$ cat config.mk
export PLATFORM = sky130hd
export DESIGN_NAME = c_string_literal_unescaper_unit
export DESIGN_NICKNAME = d
export VERILOG_FILES = /design/src/design/clsu_pkg.sv /design/src/design/clsu_decode.sv /design/src/design/clsu_outq.sv /design/src/design/c_string_literal_unescaper_unit.sv
export SDC_FILE = /design/constraint.sdc
export NUM_CORES = 1
export LEC_CHECK = 0
export BUFFER_PORTS_ARGS = -buffer_cell sky130_fd_sc_hd__buf_2
export CORE_ASPECT_RATIO = 0.7
export CORE_MARGIN = 3
export CORE_UTILIZATION = 62
export DETAILED_ROUTE_END_ITERATION = 16
export HOLD_SLACK_MARGIN = 0.08
export PLACE_DENSITY = 0.88
export SYNTH_ARGS = -nofsm -noshare
export SYNTH_HDL_FRONTEND = slang
export SYNTH_HIERARCHICAL = 1
export SYNTH_SLANG_ARGS = --single-unit
$ cat constraint.sdc
create_clock -name clk -period 5.27 [get_ports clk]
set_clock_uncertainty 0.2 [all_clocks]
set_input_delay 0.527 -clock clk [delete_from_list [all_inputs] [get_ports clk]]
set_output_delay 0.527 -clock clk [all_outputs]
set_load 0.02 [all_outputs]
$ cat src/design/clsu_pkg.sv
`timescale 1ns / 1ps
// ----------------------------------------------------------------------------
// clsu_pkg: shared types for the C string literal unescaper
// Decoder state, result items and the decoder output bundle.
// ----------------------------------------------------------------------------
package clsu_pkg;

  // Position inside a literal.
  typedef enum logic [2:0] {
    M_IDLE,
    M_TEXT,
    M_ESC,
    M_HEX0,
    M_HEX1
  } mode_t;

  typedef struct packed {
    mode_t      mode;
    logic [7:0] held_digit;
    logic       ok_flag;
    logic       suppress;
  } dec_state_t;

  typedef struct packed {
    logic [7:0] byte_out;
    logic       is_status;
    logic       ok;
    logic       run_end;
  } result_t;

  // Everything the decoder produces for one request.
  typedef struct packed {
    dec_state_t state_next;
    logic [1:0] count;
    result_t    res0;
    result_t    res1;
  } dec_out_t;

  localparam dec_state_t STATE_RESET = '{
    mode:       M_IDLE,
    held_digit: 8'h00,
    ok_flag:    1'b1,
    suppress:   1'b0
  };

  localparam int OUTQ_DEPTH = 3;
  localparam int OUTQ_CW    = 2;

endpackage

$ cat src/design/clsu_decode.sv
`timescale 1ns / 1ps
// ----------------------------------------------------------------------------
// clsu_decode: combinational escape decoder
// Computes the next decoder state and up to two results for one character.
// ----------------------------------------------------------------------------
module clsu_decode import clsu_pkg::*; (
  input  dec_state_t cur,
  input  logic [7:0] char_in,
  input  logic       is_first,
  input  logic       is_last,
  output dec_out_t   dout
);

  localparam logic [7:0] CH_QUOTE  = 8'h22;
  localparam logic [7:0] CH_BSLASH = 8'h5C;
  localparam logic [7:0] CH_X      = 8'h78;

  typedef struct packed {
    mode_t      mode;
    logic       emit;
    logic [7:0] b;
    logic       err;
  } text_res_t;

  // Bit 4 set when the character is a hex digit.
  function automatic logic [4:0] hex_val(input logic [7:0] c);
    logic [4:0] r;
    r = 5'd0;
    if (c >= 8'h30 && c <= 8'h39) r = {1'b1, 4'(c - 8'h30)};
    else if (c >= 8'h61 && c <= 8'h66) r = {1'b1, 4'(c - 8'h57)};
    else if (c >= 8'h41 && c <= 8'h46) r = {1'b1, 4'(c - 8'h37)};
    return r;
  endfunction

  // Bit 8 set when the character names a simple escape.
  function automatic logic [8:0] simple_escape(input logic [7:0] c);
    logic [8:0] r;
    case (c)
      8'h61, 8'h41: r = {1'b1, 8'd7};
      8'h62, 8'h42: r = {1'b1, 8'd8};
      8'h66, 8'h46: r = {1'b1, 8'd12};
      8'h6E, 8'h4E: r = {1'b1, 8'd10};
      8'h72, 8'h52: r = {1'b1, 8'd13};
      8'h74, 8'h54: r = {1'b1, 8'd9};
      8'h76, 8'h56: r = {1'b1, 8'd11};
      8'h27:        r = {1'b1, 8'h27};
      8'h22:        r = {1'b1, 8'h22};
      8'h5C:        r = {1'b1, 8'h5C};
      8'h3F:        r = {1'b1, 8'h3F};
      8'h30:        r = {1'b1, 8'h00};
      default:      r = 9'd0;
    endcase
    return r;
  endfunction

  // One character seen as text; any mode other than after-backslash is text.
  function automatic text_res_t text_step(input mode_t m, input logic [7:0] c);
    text_res_t  r;
    logic [8:0] e;
    e = simple_escape(c);
    r = '{mode: m, emit: 1'b0, b: c, err: 1'b0};
    if (m == M_ESC) begin
      if (c == CH_X) begin
        r.mode = M_HEX0;
      end else begin
        r.mode = M_TEXT;
        r.emit = e[8];
        r.b    = e[7:0];
        r.err  = !e[8];
      end
    end else if (c == CH_BSLASH) begin
      r.mode = M_ESC;
    end else begin
      r.emit = 1'b1;
    end
    return r;
  endfunction

  logic [4:0] hv_hi;
  logic [4:0] hv_lo;
  text_res_t  t0;
  text_res_t  t1;
  logic       e0;
  logic       e1;
  logic [7:0] b0;
  logic [7:0] b1;
  logic       status;
  logic       okv;

  assign hv_hi = hex_val(cur.held_digit);
  assign hv_lo = hex_val(char_in);

  always_comb begin
    dout.state_next = cur;
    e0     = 1'b0;
    e1     = 1'b0;
    b0     = 8'd0;
    b1     = 8'd0;
    status = 1'b0;
    okv    = cur.ok_flag;
    t0     = text_step(cur.mode, cur.held_digit);
    t1     = text_step(t0.mode, char_in);

    if (is_first) begin
      dout.state_next = STATE_RESET;
      if (is_last) begin
        status = 1'b1;
        okv    = 1'b0;
      end else begin
        dout.state_next.mode = M_TEXT;
        if (char_in != CH_QUOTE) begin
          dout.state_next.ok_flag  = 1'b0;
          dout.state_next.suppress = 1'b1;
        end
      end
    end else if (cur.mode == M_IDLE) begin
      dout.state_next = cur;
    end else if (!is_last) begin
      case (cur.mode)
        M_HEX0: begin
          dout.state_next.held_digit = char_in;
          dout.state_next.mode       = M_HEX1;
        end
        M_HEX1: begin
          if (hv_hi[4] && hv_lo[4]) begin
            dout.state_next.mode = M_TEXT;
            e0 = 1'b1;
            b0 = {hv_hi[3:0], hv_lo[3:0]};
          end else begin
            // Bad hex: replay both characters as text from text mode.
            t0 = text_step(M_TEXT, cur.held_digit);
            t1 = text_step(t0.mode, char_in);
            dout.state_next.ok_flag = 1'b0;
            dout.state_next.mode    = t1.mode;
            e0 = t0.emit;
            b0 = t0.b;
            e1 = t1.emit;
            b1 = t1.b;
          end
        end
        default: begin
          t0 = text_step(cur.mode, char_in);
          dout.state_next.mode = t0.mode;
          if (t0.err) dout.state_next.ok_flag = 1'b0;
          e0 = t0.emit;
          b0 = t0.b;
        end
      endcase
    end else begin
      status = 1'b1;
      case (cur.mode)
        M_ESC: begin
          e0 = 1'b1;
          b0 = CH_BSLASH;
        end
        M_HEX0: okv = 1'b0;
        M_HEX1: begin
          okv = 1'b0;
          e0  = 1'b1;
          b0  = cur.held_digit;
        end
        default: ;
      endcase
      if (char_in != CH_QUOTE) okv = 1'b0;
      dout.state_next = STATE_RESET;
    end

    e0 = e0 && !cur.suppress;
    e1 = e1 && !cur.suppress;

    // Pack byte results first, then the status result, without gaps.
    dout.res0  = '0;
    dout.res1  = '0;
    dout.count = 2'd0;
    if (e0) begin
      dout.res0 = '{byte_out: b0, is_status: 1'b0, ok: 1'b0, run_end: !(e1 || status)};
      if (e1) dout.res1 = '{byte_out: b1, is_status: 1'b0, ok: 1'b0, run_end: 1'b1};
      else if (status) dout.res1 = '{byte_out: 8'd0, is_status: 1'b1, ok: okv, run_end: 1'b1};
      dout.count = (e1 || status) ? 2'd2 : 2'd1;
    end else if (e1) begin
      dout.res0 = '{byte_out: b1, is_status: 1'b0, ok: 1'b0, run_end: 1'b1};
      dout.count = 2'd1;
    end else if (status) begin
      dout.res0 = '{byte_out: 8'd0, is_status: 1'b1, ok: okv, run_end: 1'b1};
      dout.count = 2'd1;
    end
  end

endmodule

$ cat src/design/clsu_outq.sv
`timescale 1ns / 1ps
// ----------------------------------------------------------------------------
// clsu_outq: result queue
// Three-entry shifting queue that takes up to two results per cycle.
// ----------------------------------------------------------------------------
module clsu_outq import clsu_pkg::*; (
  input  logic       clk,
  input  logic       rst,
  input  logic [1:0] push_count,
  input  result_t    push0,
  input  result_t    push1,
  output logic       space,
  output logic       out_valid,
  input  logic       out_ready,
  output result_t    out_res
);

  result_t            q [OUTQ_DEPTH];
  result_t            q_next [OUTQ_DEPTH];
  logic [OUTQ_CW-1:0] count;
  logic [OUTQ_CW-1:0] count_next;
  logic [OUTQ_CW-1:0] cnt_pop;
  logic               pop;

  assign pop       = out_valid && out_ready;
  assign out_valid = (count != '0);
  assign out_res   = q[0];
  // Room for two results regardless of whether the head leaves this cycle.
  assign space     = (count <= OUTQ_CW'(1));

  always_comb begin
    cnt_pop = count - OUTQ_CW'(pop);
    for (int i = 0; i < OUTQ_DEPTH - 1; i++) begin
      q_next[i] = pop ? q[i + 1] : q[i];
    end
    q_next[OUTQ_DEPTH-1] = q[OUTQ_DEPTH-1];
    for (int i = 0; i < OUTQ_DEPTH; i++) begin
      if (push_count != 2'd0 && OUTQ_CW'(i) == cnt_pop) q_next[i] = push0;
      if (push_count == 2'd2 && OUTQ_CW'(i) == OUTQ_CW'(cnt_pop + 1'b1)) q_next[i] = push1;
    end
    count_next = cnt_pop + OUTQ_CW'(push_count);
  end

  always_ff @(posedge clk) begin
    if (rst) begin
      count <= '0;
    end else begin
      count <= count_next;
    end
  end

  always_ff @(posedge clk) begin
    for (int i = 0; i < OUTQ_DEPTH; i++) begin
      q[i] <= q_next[i];
    end
  end

endmodule

$ cat src/design/c_string_literal_unescaper_unit.sv
`timescale 1ns / 1ps
// Flow: an accepted request is held in the input register, decoded once the
// queue has room for two results, then written to the queue and offered.
// Throughput: one character per cycle while the queue has room for two
// results; a character that yields two results (bad hex replay, or a trailing
// byte before the status) leaves too little room, so the next one waits.
// Reset: synchronous, active high; empties both registers and the queue.
// ----------------------------------------------------------------------------
// c_string_literal_unescaper_unit: streaming C string literal decoder
// Drops the quotes, decodes escapes and reports an end-of-literal status.
// ----------------------------------------------------------------------------
module c_string_literal_unescaper_unit import clsu_pkg::*; (
  input  logic        clk,
  input  logic        rst,
  input  logic        s_axis_tvalid,
  output logic        s_axis_tready,
  input  logic [7:0]  s_axis_tdata,   // [7:0] char_in
  input  logic        s_axis_tuser,   // [0] is_first
  input  logic        s_axis_tlast,   // is_last
  output logic        m_axis_tvalid,
  input  logic        m_axis_tready,
  output logic [15:0] m_axis_tdata,   // [7:0] byte_out, [8] ok, [15:9] zero
  output logic        m_axis_tuser,   // [0] is_status
  output logic        m_axis_tlast    // run_end
);

  // Input register: holds one request until the decoder takes it.
  logic       in_valid;
  logic [7:0] in_char;
  logic       in_first;
  logic       in_last;

  // Decoder state, updated only when a request is decoded.
  dec_state_t dstate;
  dec_out_t   dout;

  logic       space;
  logic       fire;
  logic       load;
  result_t    out_res;

  // A request is decoded when the queue has room for two results. The queue
  // room flag comes from its registered count, so the input side never waits
  // on the output ready in the same cycle.
  assign fire          = in_valid && space;
  assign s_axis_tready = !in_valid || space;
  assign load          = s_axis_tvalid && s_axis_tready;

  always_ff @(posedge clk) begin
    if (rst) begin
      in_valid <= 1'b0;
    end else if (load) begin
      in_valid <= 1'b1;
    end else if (fire) begin
      in_valid <= 1'b0;
    end
  end

  always_ff @(posedge clk) begin
    if (load) begin
      in_char  <= s_axis_tdata;
      in_first <= s_axis_tuser;
      in_last  <= s_axis_tlast;
    end
  end

  always_ff @(posedge clk) begin
    if (rst) begin
      dstate <= STATE_RESET;
    end else if (fire) begin
      dstate <= dout.state_next;
    end
  end

  clsu_decode u_decode (
    .cur      (dstate),
    .char_in  (in_char),
    .is_first (in_first),
    .is_last  (in_last),
    .dout     (dout)
  );

  clsu_outq u_outq (
    .clk        (clk),
    .rst        (rst),
    .push_count (fire ? dout.count : 2'd0),
    .push0      (dout.res0),
    .push1      (dout.res1),
    .space      (space),
    .out_valid  (m_axis_tvalid),
    .out_ready  (m_axis_tready),
    .out_res    (out_res)
  );

  assign m_axis_tdata = {7'd0, out_res.ok, out_res.byte_out};
  assign m_axis_tuser = out_res.is_status;
  assign m_axis_tlast = out_res.run_end;

endmodule

* Word-level counts from Yosys, hierarchy flattened
Memories as Yosys holds them, arrays and structs flattened.
Index checks and enable logic that the tools add are counted.
** Storage, ports and cells
- Output and inout bits :: 20
- Logic and storage cells :: 213
- Register bits after elaboration :: 26
- Memories :: 1
- Input bits :: 14
- RAM bits :: 33
** Memories
- u_outq.q :: words 3, bits a word 11, read ports 3, clocked after Yosys merged registers in 0, write ports 3, RTL line clsu_outq.sv:18 : result_t q [OUTQ_DEPTH];
** Cells by class
- Reductions and logical operators :: 48
- $lt $le $gt $ge :: 13
- Add/sub/neg operators :: 9
- Equal/unequal tests :: 34
- Multiplexer cells :: 99
** Operators by type and width (number)
- equality test 8 x 7 -> 1 bit (second input constant) :: 17
- two-way mux 9 bit :: 15
- two-way mux 11 bit :: 10
- case mux 9 bit (12 select lines) :: 1
- two-way mux 8 bit :: 10
- two-way mux 13 bit :: 4
- equality test 8 x 6 -> 1 bit (second input constant) :: 4
- >= comparator 8 x 7 -> 1 bit (second input constant) :: 4
- <= comparator 8 x 7 -> 1 bit (second input constant) :: 4
- case mux 8 bit (2 select lines) :: 2
- two-way mux 5 bit :: 6
- two-way mux 4 bit :: 7
- two-way mux 1 bit :: 27
- two-way mux 12 bit :: 2
- two-way mux 10 bit :: 2
- logical AND 1 bit :: 18
- OR reduction 2 bit :: 9
- >= comparator 8 x 6 -> 1 bit (second input constant) :: 2
- <= comparator 8 x 6 -> 1 bit (second input constant) :: 2
- subtractor 4 x 3 -> 4 bit (second input constant) :: 4
- two-way mux 2 bit :: 6
- two-way mux 3 bit :: 4
- equality test 3 x 2 -> 1 bit (second input constant) :: 3
- AND reduction 3 bit :: 3
- other kinds (24) :: 37

* Logic depth before layout (Yosys ltp)
Gate-level depths: netlist (run 1).
- Depth in word-level cells :: 28
- Mapped depth :: 17
- Mapped depth without buffers :: 13

* Hierarchy
The synthesis (run 1) kept the hierarchy.
** By module, submodules not included
- clsu_outq :: area an instance 2042.0 um^2, times used 1, seq. area each 1031.0 um^2, cells each 187
- clsu_decode :: area an instance 1940.6 um^2, times used 1, seq. area each 0.0 um^2, cells each 323
- c_string_literal_unescaper_unit :: area an instance 1092.3 um^2, times used 1, seq. area each 580.6 um^2, cells each 84

* Worst setup path before layout (run 1)
Ideal clock, no wire load.
- Path type :: reg2reg
- Start point :: register, netlist name in_char[0]
- End point :: memory u_outq/q[0][22] in the netlist's numbering (enable)
- Path buffers :: 4
- Slack :: 648 ps
- Clock period less this slack :: 4622 ps
- Required time :: 4676 ps
- Arrival time :: 4028 ps
- Cell stages (with the launch flop) :: 17
- Library setup time :: 394 ps
- Cells stage by stage :: edfxtp_1 -> clkbuf_1 -> inv_1 -> ha_1 -> clkbuf_1 -> or2_0 -> a31oi_1 -> a31oi_1 -> a311oi_2 -> a211o_1 -> nand2_1 -> xnor2_1 -> buf_4 -> and3_1 -> o21ai_0 -> clkbuf_1 -> o21ai_0
** RTL lines (RTL line)
- end, declared :: clsu_outq.sv:18

==> results of run 1 <==
==> where the power goes <==
group          leakage, nW  switching (mW)  internal, mW
logic                 1.26           0.317         0.149
registers            0.542          0.0427         0.573
clock network        0.134           0.221         0.318
total                 1.94           0.580          1.04
==> kinds of logic after synthesis <==
| family | after synthesis |
|---|---|
| other | 1 |
| AOI/OAI and AO/OA | 190 |
| DFF | 59 |
| xor gates and xnor gates | 7 |
| buffers and inverters | 90 |
| muxes | 19 |
| adders and majority gates | 10 |
| and+or+nand+nor | 218 |
==> synth_stat cells (4+ instances only) <==
master | instances | share of area
a211oi_1 | 5 | 0.0074
a21bo_1 | 7 | 0.014
a21bo_2 | 5 | 0.0099
a21oi_1 | 20 | 0.020
a21oi_2 | 11 | 0.019
a22oi_1 | 12 | 0.018
a31oi_1 | 28 | 0.035
and2_1 | 4 | 0.0049
buf_2 | 11 | 0.011
buf_4 | 22 | 0.033
clkbuf_1 | 33 | 0.024
dfxtp_1 | 16 | 0.063
edfxtp_1 | 43 | 0.25
ha_1 | 10 | 0.025
inv_1 | 18 | 0.013
mux2_2 | 5 | 0.011
mux2_4 | 10 | 0.030
mux2i_1 | 4 | 0.0079
nand2_1 | 32 | 0.024
nand3_1 | 31 | 0.031
nand3_2 | 9 | 0.018
nand4_1 | 9 | 0.011
nand4b_1 | 11 | 0.019
nor2_1 | 45 | 0.033
nor2b_1 | 10 | 0.012
nor3_1 | 33 | 0.033
nor3b_1 | 4 | 0.0059
o211ai_1 | 7 | 0.010
o21ai_0 | 54 | 0.053
o21ai_1 | 4 | 0.0039
o21bai_1 | 4 | 0.0059
o31ai_1 | 4 | 0.0059
==> flip-flops by register name, summed over array words and instances, names as in the netlist <==
register / count
in_valid: 1
u_outq/q: 33
in_first: 1
dstate: 13
u_outq/count: 2
in_last: 1
in_char: 8
==> how the worst min path moves through the flow <==
stage               slack (ns)    endpoint  cells after the start       startpoint
floorplan                 0.34  dstate[12]                      2       dstate[12]
global placement          0.40   dstate[1]                      2        dstate[1]
detailed placement        0.41   dstate[1]                      2        dstate[1]
CTS                       0.16  in_char[5]                      1  s_axis_tdata[5]
global route              0.16  in_char[7]                      1  s_axis_tdata[7]
finish                    0.17  in_char[5]                      1  s_axis_tdata[5]
==> cell type report <==
type	count	area [sq um]
multi-input combinational	451	3010
fill	606	2250
inverter	18	67.6
timing repair buffer	47	288
tap	98	123
clock buffer	10	229
clock inverter	6	38.8
sequential	59	1610
==> layer usage <==
layer  global-route usage  vias up
met3                0.145       60
met1                0.515     2330
met4               0.0735        0
met2                0.497      421
met5                    0        -
li1                     -     2192
==> metrics by stage <==
step	utilization	setup WS, ns	hold WS, ns	instances
after floorplan	-	0.648	0.341	600
after global placement	0.669	0.716	0.397	672
after detailed placement	0.669	0.376	0.411	672
after CTS	0.704	0.385	0.165	688
after global routing	0.705	0.209	0.161	689
final	0.705	0.384	0.167	689
==> critical path, cell delays in order (launching register included) <==
cell and delay, ns:
edfxtp_1 0.55, inv_1 0.20, ha_1 0.35, or2_0 0.26, a31oi_1 0.16, a31oi_1 0.15, a311oi_2 0.55, a211o_1 0.27
nand2_1 0.08, xnor2_1 0.20, and3_1 0.27, or3b_1 0.59, or2_4 0.40, o21ai_0 0.10, buf_4 0.24
==> timing repair <==
action,in CTS,in global routing
setup endpoints to repair,0,2
hold buffers,0,0
hold endpoints to repair,0,0
buffers inserted,0,1
==> summary.txt, run 1 <==
status = finished clean
setup_tns = 0 ns
initial DRC count = 814
worst slew pin tran = 0.999 ns
via count = 5003
Routed Antenna Nets = 0
Max-Cap Viols = 0
ys async rst share = 0
Ys Warns = 6
first drt pass iteration count = 6
Final Slew Violations = 0
CORE AREA = 7610 sq um
clk buf depth = 2
WL per Instance = 23.3 um
P&R area growth vs syn = 5.74%
Worst-Skew Late Latency = 0.33 ns
Remaining Overflow, GRT = 0
nets@finish = 610
TritonCTS Buffers = 9
FF-to-FF Start = in_char[0]
root buffer cell = clkbuf_16
Via density = 7.26
GPL Wtd Cong = 1.01
Final Hold Fails = 0
Die Footprint = 9320 sq um
syn avg cell area = 8.54 sq um
Detailed Route WL = 16000 um
Reg2Reg Capture Point = u_outq/q[0][28]
RSZ-0062 raised after global routing = false
most common cell after layout, fill and taps aside = o21ai_0
top_reg_cell synth = edfxtp_1
CP Launch Type = flop
Post-DP HPWL = 11700 um
simple-gate share of the synthesized area = 0.243
worst setup path endpoint = u_outq/q[0][28]
Min Clock Period, post-route = 4.89 ns
WS Path Type = reg -> reg
r2r worst-path depth = 14
synth unique cells = 77
Tcrit/Tclk final = 0.927
total power draw = 1.62 mW
Yosys reg bits = 59
antenna violations before repair = 0
CP arrival = 4.72 ns
sequential share of the synthesized area = 0.318
# rows = 26
CTS tree = built
Synth Area in Adders = 0.0247
Leakage = 1.94 nW
clk sinks = 59
Cells after Synth = 594
Metal-1 WL = 6890 um
largest family of logic cells by synthesized area = compound AO/OA/AOI/OAI gates
Initial Util = 0.667
# IOs = 34
dpl cell area = 5090 sq um
crit path launch = in_char[0]
GRT Total Usage = 0.355
Max VDD drop = 0.380 mV
Top Metal Used = met4
pin count of the biggest net entering global routing = 39
Post-synth EDFFs = 43
Synth Area in XOR/XNOR = 0.0163
routed wl met2 = 6280 um
crit path max fanout = 13
Die Span X = 114 um
power per cell area = 302 nW/um^2
CTS H-Tree Depth = 3
Reg clk slew, reported paths = 0.05 ns
post-synthesis mux area share = 0.0486
Hold Crit Class = in -> reg
most frequent cells in the layout = o21ai_0 (54), nor2_1 (45), edfxtp_1 (43)
Syn Std Cell Area = 5070 sq um
vias in the first global route = 4538
complex-gate fraction of the synthesized area = 0.254
crit path capture type = flop
ant diodes = 0
DRC Markers = 0
met3 routed WL = 2580 um
share of cells above drive strength 1 = 0.193
FMAX = 0.205 GHz
final setup fails = 0
CP required = 5.10 ns
die height = 81.7 um
I/O Buffers = 26
reg2reg setup slack = 0.38 ns
Resized cells post-CTS = 0
design area = 5370 sq um
max_slew headroom = 0.332
first-pass GRT wire length = 25300 um
Power figures use the tool's default switching activity.
==> run 2: changes to the inputs <==
--- a/config.mk
+++ b/config.mk
@@ -5,10 +5,12 @@
 export SDC_FILE = /design/constraint.sdc
 export NUM_CORES = 1
 export LEC_CHECK = 0
-export BUFFER_PORTS_ARGS = -buffer_cell sky130_fd_sc_hd__buf_2
+export BUFFER_PORTS_ARGS = -buffer_cell sky130_fd_sc_hd__buf_4
+export CELL_PAD_IN_SITES_DETAIL_PLACEMENT = 1
+export CELL_PAD_IN_SITES_GLOBAL_PLACEMENT = 2
 export CORE_ASPECT_RATIO = 0.7
 export CORE_MARGIN = 3
-export CORE_UTILIZATION = 62
+export CORE_UTILIZATION = 38
 export DETAILED_ROUTE_END_ITERATION = 16
 export HOLD_SLACK_MARGIN = 0.08
 export PLACE_DENSITY = 0.88
==> summary.txt, run 2 (same netlist as run 1, synthesis figures left out) <==
first drt pass iteration count = 5 (was 6)
final setup fails = 0 (unchanged)
TritonCTS Buffers = 9 (unchanged)
Final Hold Fails = 0 (unchanged)
biggest regs = u_outq/q (33), dstate (13), in_char (8) (unchanged)
Worst-Skew Late Latency = 0.32 ns (was 0.33 ns)
setup_tns = 0 ns (unchanged)
I/O Buffers = 26 (unchanged)
GPL Wtd Cong = 0.966 (was 1.01)
worst slew pin tran = 1.14 ns (was 0.999 ns)
most flop-heavy register = u_outq/q (unchanged)
fill cell total of the finished layout = 1473 (was 606)
worst setup path endpoint = u_outq/q[0][22] (was u_outq/q[0][28])
Final Slew Violations = 0 (unchanged)
CP required = 5.09 ns (was 5.10 ns)
# IOs = 34 (unchanged)
antenna violations before repair = 0 (unchanged)
clk sinks = 59 (unchanged)
Routed Antenna Nets = 0 (unchanged)
Die Span X = 144 um (was 114 um)
area of the multi-input gates = 3010 sq um (about the same)
via count = 4828 (was 5003)
first-pass GRT wire length = 26400 um (was 25300 um)
Hold Crit Class = in -> reg (unchanged)
share of cells above drive strength 1 = 0.197 (was 0.193)
nets@finish = 613 (was 610)
vias in the first global route = 4645 (was 4538)
CP arrival = 4.63 ns (was 4.72 ns)
ant diodes = 0 (unchanged)
r2r worst-path depth = 14 (unchanged)
Detailed Route WL = 16800 um (was 16000 um)
Initial Util = 0.399 (was 0.667)
root buffer cell = clkbuf_16 (unchanged)
die height = 103 um (was 81.7 um)
Via density = 6.39 (was 7.26)
Hold Path Depth = 1 (unchanged)
Min Clock Period, post-route = 4.81 ns (was 4.89 ns)
Post-DP HPWL = 12600 um (was 11700 um)
Tcrit/Tclk final = 0.912 (was 0.927)
Max-Cap Viols = 0 (unchanged)
most frequent cells in the layout = o21ai_0 (54), buf_4 (49), nor2_1 (45) (was o21ai_0 (54), nor2_1 (45), edfxtp_1 (43))
post-route non-filler standard cell count = 756 (was 689)
crit path launch = in_char[0] (unchanged)
CORE AREA = 12700 sq um (was 7610 sq um)
Leakage = 1.99 nW (was 1.94 nW)
crit path max fanout = 13 (unchanged)
Util after Layout = 0.438 (was 0.705)
P&R area growth vs syn = 9.69% (was 5.74%)
GRT Total Usage = 0.228 (was 0.355)
max_slew headroom = 0.235 (was 0.332)
DRC Markers = 0 (unchanged)
WS Path Type = reg -> reg (unchanged)
most common cell after layout, fill and taps aside = o21ai_0 (unchanged)
FF-to-FF Start = in_char[0] (unchanged)
number of flip-flops in the largest register = 33 (unchanged)
Die Footprint = 14800 sq um (was 9320 sq um)
CP Launch Type = flop (unchanged)
CTS H-Tree Depth = 3 (unchanged)
hold_buf cts = 0 (unchanged)
Max VDD drop = 0.219 mV (was 0.380 mV)
Remaining Overflow, GRT = 0 (unchanged)
clk buf depth = 2 (unchanged)
reg2reg setup slack = 0.46 ns (was 0.38 ns)
WL per Instance = 22.3 um (was 23.3 um)
total power draw = 1.67 mW (was 1.62 mW)
FMAX = 0.208 GHz (was 0.205 GHz)
DP Cell Count = 739 (was 672)
crit path capture type = flop (unchanged)
pin count of the biggest net entering global routing = 30 (was 39)
RSZ-0062 raised after global routing = false (unchanged)
Reg2Reg Capture Point = u_outq/q[0][22] (was u_outq/q[0][28])
CTS tree = built (unchanged)
power per cell area = 301 nW/um^2 (was 302 nW/um^2)
Reg clk slew, reported paths = 0.05 ns (about the same)
initial DRC count = 522 (was 814)
status = finished clean (unchanged)
# rows = 34 (was 26)
FF+latch area = 1610 sq um (unchanged)
## run 2: changes by cell type in the layout (fill, tap and decap cells not counted)
cell | previous run | this run
buf_4 | 21 | 49
buf_12 | 0 | 1
or3b_1 | 2 | 1
inv_4 | 2 | 0
clkinv_1 | 0 | 1
clkinv_2 | 2 | 3
inv_6 | 1 | 0
or3b_4 | 1 | 2
bufinv_16 | 0 | 1
buf_2 | 26 | 0
## run 2: area by class of cell
cell class	count	area share
multi-input combinational	451	0.541
clock buffer	10	0.0411
inverter	18	0.0121
sequential	59	0.290
clock inverter	6	0.0101
timing repair buffer	50	0.0697
tap	162	0.0364
## run 2: repair_timing
item	CTS	global route
resized for setup	0	1
buffers inserted	0	1
setup endpoints to repair	0	22
## run 2: worst min path at each step
stage / start / endpoint / slack [ns]
after CTS: s_axis_tdata[4] / in_char[4] / 0.17
after floorplan: dstate[12] / dstate[12] / 0.34
final: s_axis_tdata[4] / in_char[4] / 0.18
after global routing: s_axis_tdata[3] / in_char[3] / 0.17
after detailed placement: dstate[1] / dstate[1] / 0.43
after global placement: dstate[1] / dstate[1] / 0.39
## run 2: power breakdown
| part | switching, mW | total [mW] | internal [mW] |
|---|---|---|---|
| logic | 0.323 | 0.498 | 0.175 |
| clock network | 0.205 | 0.567 | 0.361 |
| registers | 0.0364 | 0.609 | 0.573 |
| total | 0.564 | 1.67 | 1.11 |
## run 2: per-stage QoR
stage	area, sq um	setup WS [ns]	hold slack, ns
2_1_floorplan	5100	0.648	0.341
3_5_place_dp	5260	0.267	0.429
3_3_place_gp	5260	0.522	0.391
4_1_cts	5540	0.224	0.172
6_report	5570	0.462	0.178
5_1_grt	5570	0.128	0.174
## run 2: worst max-delay path: stages, from the launching register on
cell and delay (ns):
edfxtp_1 0.56, inv_1 0.19, ha_1 0.35, or2_0 0.25, a31oi_1 0.18, a31oi_1 0.15, a311oi_2 0.54, a211o_1 0.30
nand2_1 0.10, xnor2_1 0.22, and3_1 0.27, or3b_4 0.51, or2_4 0.36, o21ai_0 0.11, buf_4 0.23
## run 2: metal layers
metal  wire length, um  GRT usage  vias to the layer above  part of all wire
li1                  -          -                     2206                 -
met1              8580      0.354                     2454              0.51
met2              7020      0.328                      153              0.42
met3              1090     0.0478                       15             0.065
met4               136     0.0405                        0            0.0081
met5                 0          0                        -                 0
==> run 3: changes to the inputs <==
--- a/config.mk
+++ b/config.mk
@@ -10,10 +10,10 @@
 export CELL_PAD_IN_SITES_GLOBAL_PLACEMENT = 2
 export CORE_ASPECT_RATIO = 0.7
 export CORE_MARGIN = 3
-export CORE_UTILIZATION = 38
+export CORE_UTILIZATION = 41
 export DETAILED_ROUTE_END_ITERATION = 16
 export HOLD_SLACK_MARGIN = 0.08
-export PLACE_DENSITY = 0.88
+export PLACE_DENSITY = 0.93
 export SYNTH_ARGS = -nofsm -noshare
 export SYNTH_HDL_FRONTEND = slang
 export SYNTH_HIERARCHICAL = 1
==> constraint.sdc (replaced) <==
create_clock -name clk -period 5.65 [get_ports clk]
set_clock_uncertainty 0.2 [all_clocks]
set_input_delay 0.565 -clock clk [delete_from_list [all_inputs] [get_ports clk]]
set_output_delay 0.565 -clock clk [all_outputs]
set_load 0.02 [all_outputs]
==> summary.txt, run 3 (same netlist as run 1, synthesis figures left out) <==
nets@finish = 608 (was 613)
TritonCTS Buffers = 9 (unchanged)
sequential share of power = 0.351 (was 0.364)
Worst-Skew Late Latency = 0.34 ns (was 0.32 ns)
area of the multi-input gates = 3010 sq um (about the same)
share of cells above drive strength 1 = 0.192 (was 0.197)
most flop-heavy register = u_outq/q (unchanged)
Max-Cap Viols = 0 (unchanged)
setup_tns = 0 ns (unchanged)
grt met1 use = 0.377 (was 0.354)
pin count of the biggest net entering global routing = 36 (was 30)
die height = 99.1 um (was 103 um)
crit path capture type = flop (unchanged)
most frequent cells in the layout = o21ai_0 (54), nor2_1 (45), buf_4 (45) (was o21ai_0 (54), buf_4 (49), nor2_1 (45))
Sw Pwr = 0.548 mW (was 0.564 mW)
Post-DP HPWL = 12500 um (was 12600 um)
# IOs = 34 (unchanged)
Detailed Route WL = 17200 um (was 16800 um)
initial DRC count = 596 (was 522)
sw frac = 0.338 (was 0.337)
clk sinks = 59 (unchanged)
met2 Use GR = 0.356 (was 0.328)
Via density = 6.52 (was 6.39)
worst slew pin tran = 0.951 ns (was 1.14 ns)
fill cell total of the finished layout = 1401 (was 1473)
GRT met3 Usage = 0.0694 (was 0.0478)
CORE AREA = 11900 sq um (was 12700 sq um)
WL per Instance = 23.0 um (was 22.3 um)
design area = 5540 sq um (was 5570 sq um)
Remaining Overflow, GRT = 0 (unchanged)
CP arrival = 4.98 ns (was 4.63 ns)
ant diodes = 0 (unchanged)
CP Launch Type = flop (unchanged)
Max VDD drop = 0.307 mV (was 0.219 mV)
Die Span X = 139 um (was 144 um)
Clk pwr share = 0.366 (was 0.339)
CP required = 5.48 ns (was 5.09 ns)
number of flip-flops in the largest register = 33 (unchanged)
Final Slew Violations = 0 (unchanged)
max_slew headroom = 0.365 (was 0.235)
antenna violations before repair = 0 (unchanged)
via count = 4867 (was 4828)
Routed Antenna Nets = 0 (unchanged)
Leakage = 1.97 nW (was 1.99 nW)
Reg clk slew, reported paths = 0.06 ns (was 0.05 ns)
P&R area growth vs syn = 9.17% (was 9.69%)
most common cell after layout, fill and taps aside = o21ai_0 (unchanged)
Initial Util = 0.427 (was 0.399)
Min Clock Period, post-route = 5.15 ns (was 4.81 ns)
DRC Markers = 0 (unchanged)
FMAX = 0.194 GHz (was 0.208 GHz)
biggest regs = u_outq/q (33), dstate (13), in_char (8) (unchanged)
Die Footprint = 13800 sq um (was 14800 sq um)
WS Path Type = reg -> reg (unchanged)
vias in the first global route = 4848 (was 4645)
dpl cell area = 5210 sq um (was 5260 sq um)
Internal = 1.07 mW (was 1.11 mW)
Tcrit/Tclk final = 0.911 (was 0.912)
final setup fails = 0 (unchanged)
Comb power frac = 0.283 (was 0.297)
Final Hold Fails = 0 (unchanged)
RSZ-0062 raised after global routing = false (unchanged)
FF+latch area = 1610 sq um (unchanged)
postcts setup bufs = 0 (unchanged)
first drt pass iteration count = 5 (unchanged)
first-pass GRT wire length = 27600 um (was 26400 um)
power per cell area = 293 nW/um^2 (was 301 nW/um^2)
Resized cells post-CTS = 0 (unchanged)
GPL Wtd Cong = 0.973 (was 0.966)
CTS tree = built (unchanged)
CTS H-Tree Depth = 3 (unchanged)
hold_buf cts = 0 (unchanged)
# rows = 33 (was 34)
clk buf depth = 2 (unchanged)
Hold Crit Class = in -> reg (unchanged)
status = finished clean (unchanged)
Most Used Layer, Global Route = met1 (unchanged)
Util after Layout = 0.466 (was 0.438)
crit path max fanout = 13 (unchanged)
GRT Total Usage = 0.250 (was 0.228)
root buffer cell = clkbuf_16 (unchanged)
I/O Buffers = 26 (unchanged)
==> run 3: final timing paths <==
check	from	to	slack (ns)	cells past startpoint
setup / recovery	in_char[0]	u_outq/q[0][4]	0.50	13
setup reg to reg	in_char[0]	u_outq/q[0][4]	0.50	13
hold / removal	s_axis_tdata[4]	in_char[4]	0.20	1
hold reg to reg	dstate[1]	dstate[1]	0.44	2
==> run 3: worst max-delay path, cell delays in order (launching register included) <==
cell	delay [ns]
edfxtp_1	0.59
inv_1	0.19
ha_1	0.35
nand3_1	0.38
nand3_1	0.18
a311oi_2	0.58
a211o_1	0.28
nand2_1	0.09
xnor2_1	0.21
and3_1	0.27
or3b_1	0.61
nand2b_1	0.44
o211ai_1	0.23
buf_4	0.24
==> run 3: final cells by class <==
cell class | instances | share of cell area
Inverter | 18 | 0.0122
Tap cell | 157 | 0.0355
Clock inverter | 7 | 0.0167
Sequential cell | 59 | 0.291
Timing Repair Buffer | 45 | 0.0610
Multi-Input combinational cell | 451 | 0.543
Clock buffer | 9 | 0.0407
==> run 3: routing by layer <==
metal / part of all wire / vias to the layer above
met5: 0 / -
met4: 0.014 / 0
met3: 0.092 / 28
met2: 0.42 / 225
met1: 0.48 / 2433
li1: - / 2181
==> run 3: power groups by stage <==
| stage | combinational [mW] | clock [mW] | sequential (mW) |
|---|---|---|---|
| floorplan | 0.363 | 0 | 0.557 |
| global placement | 0.426 | 0 | 0.574 |
| detailed placement | 0.440 | 0 | 0.579 |
| CTS | 0.442 | 0.603 | 0.570 |
| global route | 0.496 | 0.621 | 0.574 |
| finish | 0.459 | 0.593 | 0.568 |
==> run 3: metrics by stage <==
stage | power [mW] | hold slack [ns] | setup WS [ns] | cells
global placement | 1.00 | 0.393 | 0.772 | 728
detailed placement | 1.02 | 0.444 | 0.384 | 728
CTS | 1.61 | 0.194 | 0.370 | 744
global route | 1.69 | 0.193 | 0.123 | 746
finish | 1.62 | 0.204 | 0.502 | 746
floorplan | 0.920 | 0.341 | 1.03 | 600
